**config.mk**
```make
export PLATFORM = sky130hd
export DESIGN_NAME = pcm8_lump_decode_resample_unit
export DESIGN_NICKNAME = d
export VERILOG_FILES = /design/src/design/pcm8_ldr_pkg.sv /design/src/design/pcm8_lump_decode_resample_unit.sv /design/src/design/pcm8_ldr_front.sv /design/src/design/pcm8_ldr_queue.sv /design/src/design/pcm8_ldr_back.sv
export SDC_FILE = /design/constraint.sdc
export NUM_CORES = 1
export LEC_CHECK = 0
export ABC_AREA = 1
export BUFFER_PORTS_ARGS = -buffer_cell sky130_fd_sc_hd__buf_2
export CAP_MARGIN = 10
export CORE_MARGIN = 4
export CORE_UTILIZATION = 35
export CTS_CLUSTER_DIAMETER = 40
export CTS_CLUSTER_SIZE = 14
export DETAILED_ROUTE_END_ITERATION = 6
export PLACE_DENSITY = 0.61
export SYNTH_ARGS = -nofsm -noshare
export SYNTH_HDL_FRONTEND = slang
export SYNTH_SLANG_ARGS = --single-unit
```
**constraint.sdc**
```tcl
create_clock -name clk -period 4.05 [get_ports clk]
set_input_delay 0.81 -clock clk [delete_from_list [all_inputs] [get_ports clk]]
set_output_delay 0.81 -clock clk [all_outputs]
set_load 0.02 [all_outputs]
```
**src/design/pcm8_ldr_pkg.sv**
```systemverilog
// Package: shared types, constants and codes for the PCM8 lump decode resampler.
package pcm8_ldr_pkg;

  // Header and validation constants
  localparam logic [3:0]  HDR_BYTES    = 4'd8;
  localparam logic [15:0] PCM_FORMAT   = 16'd3;
  localparam logic [15:0] RATE_MIN     = 16'd2000;
  localparam logic [15:0] RATE_MAX     = 16'd64000;
  localparam logic [15:0] TARGET_RESET = 16'd22050;
  localparam logic [7:0]  SAMPLE_BIAS  = 8'h80;

  // Run limits per input byte (sample items only)
  localparam logic [5:0] MAX_RUN      = 6'd33;
  localparam logic [5:0] MAX_RUN_LAST = 6'd32;

  // Command queue geometry
  localparam int Q_DEPTH = 4;
  localparam int Q_AW    = $clog2(Q_DEPTH);

  // Phase arithmetic widths
  localparam int PH_W  = 17;
  localparam int ACC_W = 19;

  // Status codes
  typedef enum logic [1:0] {
    ST_OK     = 2'd0,
    ST_SHORT  = 2'd1,
    ST_FORMAT = 2'd2,
    ST_META   = 2'd3
  } status_t;

  // One classified byte handed from front to back
  typedef struct packed {
    logic [7:0]  byte_value;
    logic        has_sample;
    logic        last_smp;
    logic        has_end;
    status_t     status;
    logic [15:0] src_rate;
  } lump_cmd_t;

  // Back-end sequencer states
  typedef enum logic [1:0] {
    BK_IDLE,
    BK_RUN,
    BK_STAT
  } bk_state_t;

endpackage

```
**src/design/pcm8_lump_decode_resample_unit.sv**
```systemverilog
// Top level: 8-bit PCM lump decoder with nearest-neighbor resampling to 16-bit samples.
//
//  Channel | Handshake            | Payload
//  --------+----------------------+-------------------------------------------------------
//  input   | in_valid / in_stall  | byte_value, end_of_lump
//  output  | out_valid / out_stall| sample_value, sample_valid, end_of_sound, status_code,
//          |                      | run_last
//  config  | cfg_valid / cfg_ready| target_rate
//
// Header bytes and silent bytes are absorbed in the front end and push no command. A sample
// byte is loaded by the back end, then emits its output samples, and then closes the run;
// the end byte adds a status item, plus a load step if it has no sample.
// The repeat sequencer in the back end emitting one item per cycle sets the rate, as long
// as out_stall does not hold the output register.
// Reset is synchronous; target_rate returns to 22050 and all lump state clears.
// in_stall rises when the 4-entry command queue is full; out_stall holds the output register.
module pcm8_lump_decode_resample_unit (
  input  logic               clk,
  input  logic               rst,
  input  logic               in_valid,
  output logic               in_stall,
  input  logic [7:0]         byte_value,
  input  logic               end_of_lump,
  output logic               out_valid,
  input  logic               out_stall,
  output logic signed [15:0] sample_value,
  output logic               sample_valid,
  output logic               end_of_sound,
  output logic [1:0]         status_code,
  output logic               run_last,
  input  logic               cfg_valid,
  output logic               cfg_ready,
  input  logic [15:0]        target_rate
);
  import pcm8_ldr_pkg::*;

  logic      accept;
  logic      push;
  logic      pop;
  logic      q_full;
  logic      q_empty;
  lump_cmd_t push_cmd;
  lump_cmd_t head_cmd;

  // Accept bytes while the queue has room
  assign in_stall  = q_full;
  assign accept    = in_valid && !in_stall;
  assign cfg_ready = 1'b1;

  pcm8_ldr_front u_front (
    .clk        (clk),
    .rst        (rst),
    .accept     (accept),
    .byte_value (byte_value),
    .end_of_lump(end_of_lump),
    .push       (push),
    .cmd        (push_cmd)
  );

  pcm8_ldr_queue u_queue (
    .clk      (clk),
    .rst      (rst),
    .push     (push),
    .push_cmd (push_cmd),
    .pop      (pop),
    .head_cmd (head_cmd),
    .full     (q_full),
    .empty    (q_empty)
  );

  pcm8_ldr_back u_back (
    .clk         (clk),
    .rst         (rst),
    .cfg_write   (cfg_valid && cfg_ready),
    .cfg_rate    (target_rate),
    .head_cmd    (head_cmd),
    .q_empty     (q_empty),
    .pop         (pop),
    .out_valid   (out_valid),
    .out_stall   (out_stall),
    .sample_value(sample_value),
    .sample_valid(sample_valid),
    .end_of_sound(end_of_sound),
    .status_code (status_code),
    .run_last    (run_last)
  );

endmodule

```
**src/design/pcm8_ldr_front.sv**
```systemverilog
// Front end: header parsing, byte classification and command generation.
module pcm8_ldr_front (
  input  logic                   clk,
  input  logic                   rst,
  input  logic                   accept,
  input  logic [7:0]             byte_value,
  input  logic                   end_of_lump,
  output logic                   push,
  output pcm8_ldr_pkg::lump_cmd_t cmd
);
  import pcm8_ldr_pkg::*;

  logic [3:0]  hdr_pos, hdr_pos_next;
  logic [15:0] fmt_word, fmt_word_next;
  logic [15:0] src_rate, src_rate_next;
  logic [31:0] decl_cnt, decl_cnt_next;
  logic [31:0] consumed, consumed_next;
  status_t     err, err_next;

  logic        in_hdr;
  logic        is_sample;
  status_t     end_status;

  // Classify the byte and build the next lump state
  always_comb begin
    fmt_word_next = fmt_word;
    src_rate_next = src_rate;
    decl_cnt_next = decl_cnt;
    hdr_pos_next  = hdr_pos;
    err_next      = err;
    in_hdr        = (hdr_pos < HDR_BYTES);
    if (in_hdr) begin
      unique case (hdr_pos[2:0])
        3'd0: fmt_word_next[7:0]   = byte_value;
        3'd1: fmt_word_next[15:8]  = byte_value;
        3'd2: src_rate_next[7:0]   = byte_value;
        3'd3: src_rate_next[15:8]  = byte_value;
        3'd4: decl_cnt_next[7:0]   = byte_value;
        3'd5: decl_cnt_next[15:8]  = byte_value;
        3'd6: decl_cnt_next[23:16] = byte_value;
        3'd7: decl_cnt_next[31:24] = byte_value;
        default: ;
      endcase
      hdr_pos_next = hdr_pos + 4'd1;
      if (hdr_pos_next == HDR_BYTES) begin
        if (fmt_word_next != PCM_FORMAT) begin
          err_next = ST_FORMAT;
        end else if (src_rate_next < RATE_MIN || src_rate_next > RATE_MAX ||
                     decl_cnt_next == 32'd0) begin
          err_next = ST_META;
        end else begin
          err_next = ST_OK;
        end
      end
    end
    is_sample     = !in_hdr && (err == ST_OK) && (consumed < decl_cnt);
    consumed_next = consumed + {31'd0, is_sample};

    // Verdict reported on the end byte
    if (hdr_pos_next < HDR_BYTES) begin
      end_status = ST_SHORT;
    end else if (err_next != ST_OK) begin
      end_status = err_next;
    end else if (consumed_next == 32'd0) begin
      end_status = ST_META;
    end else begin
      end_status = ST_OK;
    end
  end

  // Drive the command toward the queue
  always_comb begin
    cmd.byte_value = byte_value;
    cmd.has_sample = is_sample;
    cmd.last_smp   = end_of_lump || (consumed + 32'd1 == decl_cnt);
    cmd.has_end    = end_of_lump;
    cmd.status     = end_status;
    cmd.src_rate   = src_rate;
    push           = accept && (is_sample || end_of_lump);
  end

  // Advance lump state on each accepted item; clear at lump end
  always_ff @(posedge clk) begin
    if (rst) begin
      hdr_pos  <= '0;
      fmt_word <= '0;
      src_rate <= '0;
      decl_cnt <= '0;
      consumed <= '0;
      err      <= ST_OK;
    end else if (accept) begin
      if (end_of_lump) begin
        hdr_pos  <= '0;
        fmt_word <= '0;
        src_rate <= '0;
        decl_cnt <= '0;
        consumed <= '0;
        err      <= ST_OK;
      end else begin
        hdr_pos  <= hdr_pos_next;
        fmt_word <= fmt_word_next;
        src_rate <= src_rate_next;
        decl_cnt <= decl_cnt_next;
        consumed <= consumed_next;
        err      <= err_next;
      end
    end
  end

endmodule

```
**src/design/pcm8_ldr_queue.sv**
```systemverilog
// Command queue: short register FIFO between front and back.
module pcm8_ldr_queue (
  input  logic                    clk,
  input  logic                    rst,
  input  logic                    push,
  input  pcm8_ldr_pkg::lump_cmd_t push_cmd,
  input  logic                    pop,
  output pcm8_ldr_pkg::lump_cmd_t head_cmd,
  output logic                    full,
  output logic                    empty
);
  import pcm8_ldr_pkg::*;

  lump_cmd_t      slots [Q_DEPTH];
  logic [Q_AW-1:0] wptr;
  logic [Q_AW-1:0] rptr;
  logic [Q_AW:0]   count;

  assign full     = (count == (Q_AW+1)'(Q_DEPTH));
  assign empty    = (count == '0);
  assign head_cmd = slots[rptr];

  // Store pushed commands
  always_ff @(posedge clk) begin
    if (push) begin
      slots[wptr] <= push_cmd;
    end
  end

  // Advance pointers and occupancy
  always_ff @(posedge clk) begin
    if (rst) begin
      wptr  <= '0;
      rptr  <= '0;
      count <= '0;
    end else begin
      if (push) begin
        wptr <= wptr + Q_AW'(1);
      end
      if (pop) begin
        rptr <= rptr + Q_AW'(1);
      end
      count <= count + (Q_AW+1)'(push) - (Q_AW+1)'(pop);
    end
  end

  a_no_overflow: assert property (@(posedge clk) disable iff (rst) push |-> (!full || pop))
    else $error("queue push while full");
  a_no_underflow: assert property (@(posedge clk) disable iff (rst) pop |-> !empty)
    else $error("queue pop while empty");
  a_count_bound: assert property (@(posedge clk) disable iff (rst)
                                  count <= (Q_AW+1)'(Q_DEPTH))
    else $error("queue count out of range");

endmodule

```
**src/design/pcm8_ldr_back.sv**
```systemverilog
// Back end: nearest-neighbor repeat sequencer, status emission and output register.
module pcm8_ldr_back (
  input  logic                    clk,
  input  logic                    rst,
  input  logic                    cfg_write,
  input  logic [15:0]             cfg_rate,
  input  pcm8_ldr_pkg::lump_cmd_t head_cmd,
  input  logic                    q_empty,
  output logic                    pop,
  output logic                    out_valid,
  input  logic                    out_stall,
  output logic signed [15:0]      sample_value,
  output logic                    sample_valid,
  output logic                    end_of_sound,
  output logic [1:0]              status_code,
  output logic                    run_last
);
  import pcm8_ldr_pkg::*;

  bk_state_t        state, state_next;
  lump_cmd_t        cmd;
  logic [15:0]      rate_target;
  logic [PH_W-1:0]  phase, phase_next;
  logic [ACC_W-1:0] acc, acc_next;
  logic [ACC_W-1:0] nxt, nxt_next;
  logic [5:0]       run_cnt, run_cnt_next;

  logic [ACC_W-1:0] t_ext, s_ext, nxt2;
  logic [5:0]       run_cnt1;
  logic             cond_now, cond_next;
  logic             out_free;
  logic             emit_smp, emit_stat;
  logic             load;

  assign out_free = !out_valid || !out_stall;
  assign t_ext    = {3'b000, rate_target};
  assign s_ext    = {3'b000, cmd.src_rate};
  assign nxt2     = nxt + s_ext;
  assign run_cnt1 = run_cnt + 6'd1;

  // Evaluate whether this output index and the following one are emitted
  always_comb begin
    priority if (rate_target == 16'd0) begin
      cond_now  = (run_cnt == 6'd0);
      cond_next = 1'b0;
    end else if (cmd.last_smp) begin
      cond_now  = (nxt <= t_ext) && (run_cnt < MAX_RUN_LAST);
      cond_next = (nxt2 <= t_ext) && (run_cnt1 < MAX_RUN_LAST);
    end else begin
      cond_now  = (acc < t_ext) && (run_cnt < MAX_RUN);
      cond_next = (nxt < t_ext) && (run_cnt1 < MAX_RUN);
    end
  end

  // Next state
  always_comb begin
    state_next = state;
    unique case (state)
      BK_IDLE: begin
        if (!q_empty) begin
          state_next = head_cmd.has_sample ? BK_RUN : BK_STAT;
        end
      end
      BK_RUN: begin
        if (!cond_now) begin
          state_next = cmd.has_end ? BK_STAT : BK_IDLE;
        end
      end
      BK_STAT: begin
        if (out_free) begin
          state_next = BK_IDLE;
        end
      end
      default: state_next = BK_IDLE;
    endcase
  end

  // Datapath controls and next values
  always_comb begin
    load         = 1'b0;
    emit_smp     = 1'b0;
    emit_stat    = 1'b0;
    acc_next     = acc;
    nxt_next     = nxt;
    run_cnt_next = run_cnt;
    phase_next   = phase;
    unique case (state)
      BK_IDLE: begin
        if (!q_empty) begin
          load         = 1'b1;
          acc_next     = {2'b00, phase};
          nxt_next     = {2'b00, phase} + {3'b000, head_cmd.src_rate};
          run_cnt_next = 6'd0;
        end
      end
      BK_RUN: begin
        if (cond_now) begin
          if (out_free) begin
            emit_smp     = 1'b1;
            acc_next     = nxt;
            nxt_next     = nxt2;
            run_cnt_next = run_cnt1;
          end
        end else if (rate_target == 16'd0) begin
          phase_next = phase;
        end else if (cmd.last_smp) begin
          phase_next = '0;
        end else if (acc >= t_ext) begin
          phase_next = PH_W'(acc - t_ext);
        end else begin
          phase_next = PH_W'(acc);
        end
      end
      BK_STAT: begin
        if (out_free) begin
          emit_stat  = 1'b1;
          phase_next = '0;
        end
      end
      default: ;
    endcase
    pop = load;
  end

  // Hold sequencer registers
  always_ff @(posedge clk) begin
    if (rst) begin
      state       <= BK_IDLE;
      phase       <= '0;
      rate_target <= TARGET_RESET;
    end else begin
      state <= state_next;
      phase <= phase_next;
      if (cfg_write) begin
        rate_target <= cfg_rate;
      end
    end
  end

  // Working registers of the current command
  always_ff @(posedge clk) begin
    if (load) begin
      cmd <= head_cmd;
    end
    acc     <= acc_next;
    nxt     <= nxt_next;
    run_cnt <= run_cnt_next;
  end

  // Output register: load a new item whenever the slot is free
  always_ff @(posedge clk) begin
    if (rst) begin
      out_valid <= 1'b0;
    end else if (out_free) begin
      out_valid <= emit_smp || emit_stat;
    end
  end

  always_ff @(posedge clk) begin
    if (out_free) begin
      if (emit_smp) begin
        sample_value <= {cmd.byte_value ^ SAMPLE_BIAS, 8'h00};
        sample_valid <= 1'b1;
        end_of_sound <= 1'b0;
        status_code  <= ST_OK;
        run_last     <= !cmd.has_end && !cond_next;
      end else if (emit_stat) begin
        sample_value <= '0;
        sample_valid <= 1'b0;
        end_of_sound <= 1'b1;
        status_code  <= cmd.status;
        run_last     <= 1'b1;
      end
    end
  end

  a_status_closes_run: assert property (@(posedge clk) disable iff (rst)
                                        (out_valid && end_of_sound) |-> (run_last && !sample_valid))
    else $error("status item must close its run");
  a_run_bound: assert property (@(posedge clk) disable iff (rst)
                                (state == BK_RUN) |-> (run_cnt <= MAX_RUN))
    else $error("run count beyond limit");
  a_stat_needs_end: assert property (@(posedge clk) disable iff (rst)
                                     (state == BK_STAT) |-> cmd.has_end)
    else $error("status state without lump end");

endmodule
```
# == After elaboration in Yosys (flattened, before gate mapping) ==
# Memory sizes are Yosys's and may differ from the RTL's. A register that Yosys moved wholly into a read port is not among the register bits.
# Cells that the tools add are included.
# totals
register_bits,230
ramBits,116
input_bits,30
mem_count,1
# op_classes
n_addsub,11
n_reduce_logical,39
bitwise_logic,1
n_eq_ne,19
order_cmp,14
mux,77
# memory_table
name,words,width,rd,rd_clocked_by_memory_dff,wr,line,text
u_queue.slots,4,29,1,1,1,pcm8_ldr_queue.sv:14,lump_cmd_t slots [Q_DEPTH];
# ops
cell,n
$mux 8,16
$mux 19,6
$mux 16,6
$mux 32,3
$mux 17,5
$pmux 19 s2,2
$logic_not 32->1,2
$le 19x16->1,2
$lt 19x16->1,2
$pmux 17 s2,1
$add 32x1->32,1
$add 32x1->32 const B,1
$eq 32x32->1,1
$lt 32x32->1,1
$mux 2,16
$lt 6x6->1 const B,4
$add 19x16->19,1
$ge 19x16->1,1
$add 17x16->18,1
$mux 6,3
$sub 17x16->17,1
$gt 16x16->1 const B,1
$logic_not 16->1,1
$lt 16x11->1 const B,1
30 further kinds,82

# == Longest topological paths before layout ==
# depth
depth_word,13
ltp_mapped,27
mapped_depth_nobuf,27

# == Modules after synthesis ==
# Synthesis repeated with hierarchy kept, for this count alone.
# unflattened
hier_cells,2783
area_unflattened_um2,21623.2
# by_module_without_submodules
mod,seq_area_each_um2,cells_each,n_inst,area_each_um2
pcm8_ldr_front,2042.0,1388,1,8320.5
pcm8_ldr_back,3273.1,997,1,8176.6
pcm8_ldr_queue,3663.5,394,1,5104.9
pcm8_lump_decode_resample_unit,0.0,4,1,21.3

# == Worst setup path before layout ==
# OpenSTA, ideal clock, no wires.
# synth_timing
kind,flip-flop to flip-flop
startpoint,register u_back.nxt[12]
endpoint,"register u_back.acc[0], enable pin"
path_slack_ns,-0.012
required_ns,3.590
synth_period_minus_slack_ns,4.062
path_stages_with_launch,13
arrival_ns,3.602
path_cell_list,edfxtp_1 ha_1 nand2_1 inv_1 o21ai_0 a21oi_1 nor2_1 nand3_1 nand2_1 nand2_1 nand3b_1 a21oi_1 a21oi_1
# synth_via
elab_chain_cells,6
# synth_rtl
element,line,text
start: declaration,pcm8_ldr_back.sv:25,"logic [ACC_W-1:0] nxt, nxt_next;"
start signal: assignment,pcm8_ldr_back.sv:146,nxt <= nxt_next;
$le 19x16->1,pcm8_ldr_back.sv:47,cond_now = (nxt <= t_ext) && (run_cnt < MAX_RUN_LAST);
$logic_and 1x1->1,pcm8_ldr_back.sv:47,
$mux 1,pcm8_ldr_back.sv:46,end else if (cmd.last_smp) begin
$mux 1,pcm8_ldr_back.sv:43,priority if (rate_target == 16'd0) begin
$ne 2x1->1 (no line),n/a,
$reduce_and 4->1 (no line),n/a,
end signal: assignment,pcm8_ldr_back.sv:145,acc <= acc_next;
end: declaration,pcm8_ldr_back.sv:24,"logic [ACC_W-1:0] acc, acc_next;"
# Every way passes these cells.
# A chain may end at the register's enable or synchronous reset.

==> metrics.md <==
| Metric | Value |
|---|---|
| Final setup viols | 0 |
| Reg2reg start | u_front.decl_cnt[31]$_SDFFE_PP0P_ |
| Final Slew Violations | 0 |
| H-tree depth | 2 |
| Worst hold path endpoint | u_back.rate_target[12]$_SDFFE_PP1P_ |
| GP Congestion | 0.9493 |
| Final nets | 2747 |
| Critical Path RT | 4.52 ns |
| Placed instance count | 3274 |
| Slowest CP cell | nor4_1 |
| Least-Margin Pin Slew | 1.077 ns |
| Hold Path Class | input port to register |
| Hold Crit Depth | 3 |
| Seq/Total Area, Yosys | 0.4426 |
| Vias in the first global route | 16850 |
| Share of cells above drive strength 1 | 0.1036 |
| Number of CTS-inserted buffers | 61 |
| Post-DRT Antenna Nets | 0 |
| Max FO, Critical Path | 4 |
| CP Class | register to register |
| Io pins | 54 |
| Top-count cell post-synth | nand2_1 |
| Dpl hpwl | 43280 um |
| Post-synth EDFFs | 201 |
| Worst reg2reg path endpoint | u_queue.slots[0][16]$_DFFE_PP_ |
| Drt total wl | 58120 um |
| Clock buffer depth | 3 |
| HP Start | target_rate[12] |
| I/O Buffers | 44 |
| DRC errors left | 0 |
| Die X | 248.8 um |
| Clock skew | 0.02429 ns |
| Initial antenna violation count | 0 |
| Vias per inst | 5.101 |
| Peak supply drop | 452.0 uV |
| First-pass GRT wire length | 91740 um |
| Crit path time final | 3.800 ns |
| Clk root buf | clkbuf_16 |
| Area of the die | 61880 um^2 |
| Core area | 56930 um^2 |
| Status | complete, no violations |
| Hold Vio Cnt, Final | 0 |
| Final cycle utilization of the critical path | 0.9384 |
| TritonCTS clock tree | yes |
| Synth cell count leaders | nand2_1 (593), inv_1 (271), nor2_1 (240) |
| Top post-synthesis cells by area | edfxtp_1 (30%), dfxtp_1 (15%), nand2_1 (11%) |
| Gr ovfl total | 0 |
| R2r setup slk | 0.25 ns |
| Ys async rst share | 0 |
| Largest area contributor in the netlist | edfxtp_1 |
| Largest stage delay on the critical path | 0.43 ns |
| # rows | 87 |
| Die Y-Extent | 248.8 um |
| Largest net degree at the start of global routing | 62 |
| CTS Sinks | 348 |
| RSZ-0062 raised after global routing | no |
| Routed len/inst | 17.14 um |
| Flops & latches, synth | 348 |
| CP Cell Sequence | inv_1 > ha_1 > nand2_1 > inv_1 > nand3_1 > nor4_1 > and3_1 > nand2_1 > nand3_1 > inv_2 > ha_1 > ha_2 > inv_1 > nor2_4 > inv_2 > nor2_4 > xor2_1 > nor4_1 > and2_0 > nand3_1 > nor2_2 > nand2_1 > nand2_1 |
| Top-area cell type share of the netlist area | 0.2975 |
| Power Density | 740.9 nW/um^2 |
| Mapped Cells | 2503 |
| First-pass DRT Iterations | 5 |
| Antenna cells | 0 |
| GRT Total Usage | 0.1811 |
| Final Instance Count excl. Fillers | 3391 |
| Cell mode on critical path | nand2_1 |
| Setup TNS | 0 ns |
| Buf/Inv on CP | 5 |
| CP Launch Type | register |
| Clk_lat worst skew | 0.62 ns |
| Max-slew headroom | 0.2795 |
| Leak | 9.714 nW |
| R2R depth | 23 |
| Synthesized area per cell | 8.105 um^2 |
| Max-cap viol count | 0 |
| Post-synthesis cell type count | 59 |
| Vias post-DR | 17300 |
| Syn-to-layout area delta | 16.63% |
| Clk pin slew, worst setup/hold paths | 0.06 ns |
| Nature of the critical path endpoint | register |
| Initial Util | 0.3563 |
| DRT iter0 DRCs | 1180 |
| Top delay family on crit path | simple AND/OR/NAND/NOR gates |
| Top_reg_cell synth | edfxtp_1 |
| Yosys warns | 0 |
| Mapped Area | 20290 um^2 |
| Crit path DAT | 4.27 ns |
| FMAX | 263.1 MHz |
-- per-stage QoR --
stage / utilization / area, um^2 / power, mW / setup slack, ns / hold slack (ns)
floorplan: - / 20320 / 10.28 / 0.5554 / 0.4362
global placement: 0.3777 / 21500 / 12.17 / 0.2038 / 0.4507
detailed placement: 0.3777 / 21500 / 12.31 / 0.1452 / 0.4596
CTS: 0.4150 / 23630 / 17.57 / 0.1093 / 0.3868
global route: 0.4156 / 23660 / 18.84 / 0.02331 / 0.4011
finish: 0.4156 / 23660 / 17.53 / 0.2496 / 0.4150
-- final cells by class --
type	count	area, um^2
clock buffers	64	1569
inverters	276	1036
multi-input cells	1792	9893
fillers	5570	33270
well taps	756	945.9
clock inverters	52	556.8
repair buffers	103	678.2
flip-flops and latches	348	8981
-- what timing repair did --
action	CTS	global route
resized for setup	0	11
setup buffers	0	1
endpoints found under the setup margin	0	9
hold buffers	0	0
-- registers in the layout, indices dropped and copies added (netlist names), 16 cells and up, named ones only --
register / flops
u_back.rate_target: 16
u_front.src_rate: 16
u_front.consumed: 32
u_back.phase: 17
u_back.cmd: 28
u_back.acc: 19
u_front.fmt_word: 16
u_front.decl_cnt: 32
u_back.nxt: 19
u_queue.slots: 116
-- where the power goes --
part | total, mW | switching, mW | leakage, nW | internal, mW
combinational | 7.14 | 4.74 | 5.62 | 2.40
sequential | 5.21 | 0.489 | 3.08 | 4.72
clock | 5.18 | 2.01 | 1.02 | 3.17
-- worst register-to-register path: stages (launching register included) --
cell	delay (ns)
dfxtp_1	0.36
inv_1	0.07
ha_1	0.29
nand2_1	0.07
inv_1	0.05
nand3_1	0.08
nor4_1	0.43
and3_1	0.24
nand2_1	0.05
nand3_1	0.10
inv_2	0.08
ha_1	0.22
ha_2	0.21
inv_1	0.12
nor2_4	0.07
inv_2	0.07
nor2_4	0.04
xor2_1	0.15
nor4_1	0.23
and2_0	0.21
nand3_1	0.13
nor2_2	0.21
nand2_1	0.07
nand2_1	0.11
-- layout by cell type (no fill, tap or decap), types with 11 or more instances in the layout --
cell type / instances
nor3_1: 25
xnor2_1: 34
buf_2: 43
xor2_1: 84
buf_4: 59
nand3_1: 73
inv_1: 269
ha_1: 129
o22ai_1: 31
nand4_1: 54
nor4_1: 23
a21oi_1: 205
nand2_2: 11
clkbuf_16: 62
nor2_2: 11
nand2_1: 593
inv_6: 11
edfxtp_1: 201
dfxtp_1: 145
o21ai_0: 187
nor2_1: 235
-- per-layer routing --
| layer | share of wire | vias to the layer above | track usage | wire length [um] |
|---|---|---|---|---|
| li1 | - | 8559 | - | - |
| met1 | 0.44 | 8194 | 0.2336 | 25860 |
| met2 | 0.48 | 428 | 0.3137 | 28010 |
| met3 | 0.044 | 116 | 0.02641 | 2547 |
| met4 | 0.029 | 0 | 0.05866 | 1704 |
| met5 | 0 | - | 0 | 0 |
-- worst max-delay path by stage --
stage / startpoint / end / depth (start not counted)
floorplan: u_back.nxt[0]$_DFFE_PP_ / u_back.run_last$_SDFFCE_PN1P_ / 23
global placement: u_front.decl_cnt[3]$_SDFFE_PP0P_ / u_queue.slots[3][16]$_DFFE_PP_ / 21
detailed placement: u_front.decl_cnt[31]$_SDFFE_PP0P_ / u_queue.slots[2][17]$_DFFE_PP_ / 23
CTS: u_front.decl_cnt[31]$_SDFFE_PP0P_ / u_queue.slots[0][16]$_DFFE_PP_ / 23
global route: u_back.nxt[0]$_DFFE_PP_ / u_back.run_last$_SDFFCE_PN1P_ / 25
finish: u_front.decl_cnt[31]$_SDFFE_PP0P_ / u_queue.slots[0][16]$_DFFE_PP_ / 23
-- cell families (layout without fill, tap and decap cells) --
family                   Yosys count  count (layout)  synth area share
AO/OA/AOI/OAI                    468             468            0.1221
XOR/XNOR                         120             120           0.05316
adder cells (fa/ha/maj)          135             135           0.08474
buffers and inverters            370             495           0.07376
flip-flops                       348             348            0.4426
other                              2               9         0.0003702
AND/OR/NAND/NOR                 1060            1060            0.2233
Power figures use the tool's default switching activity.
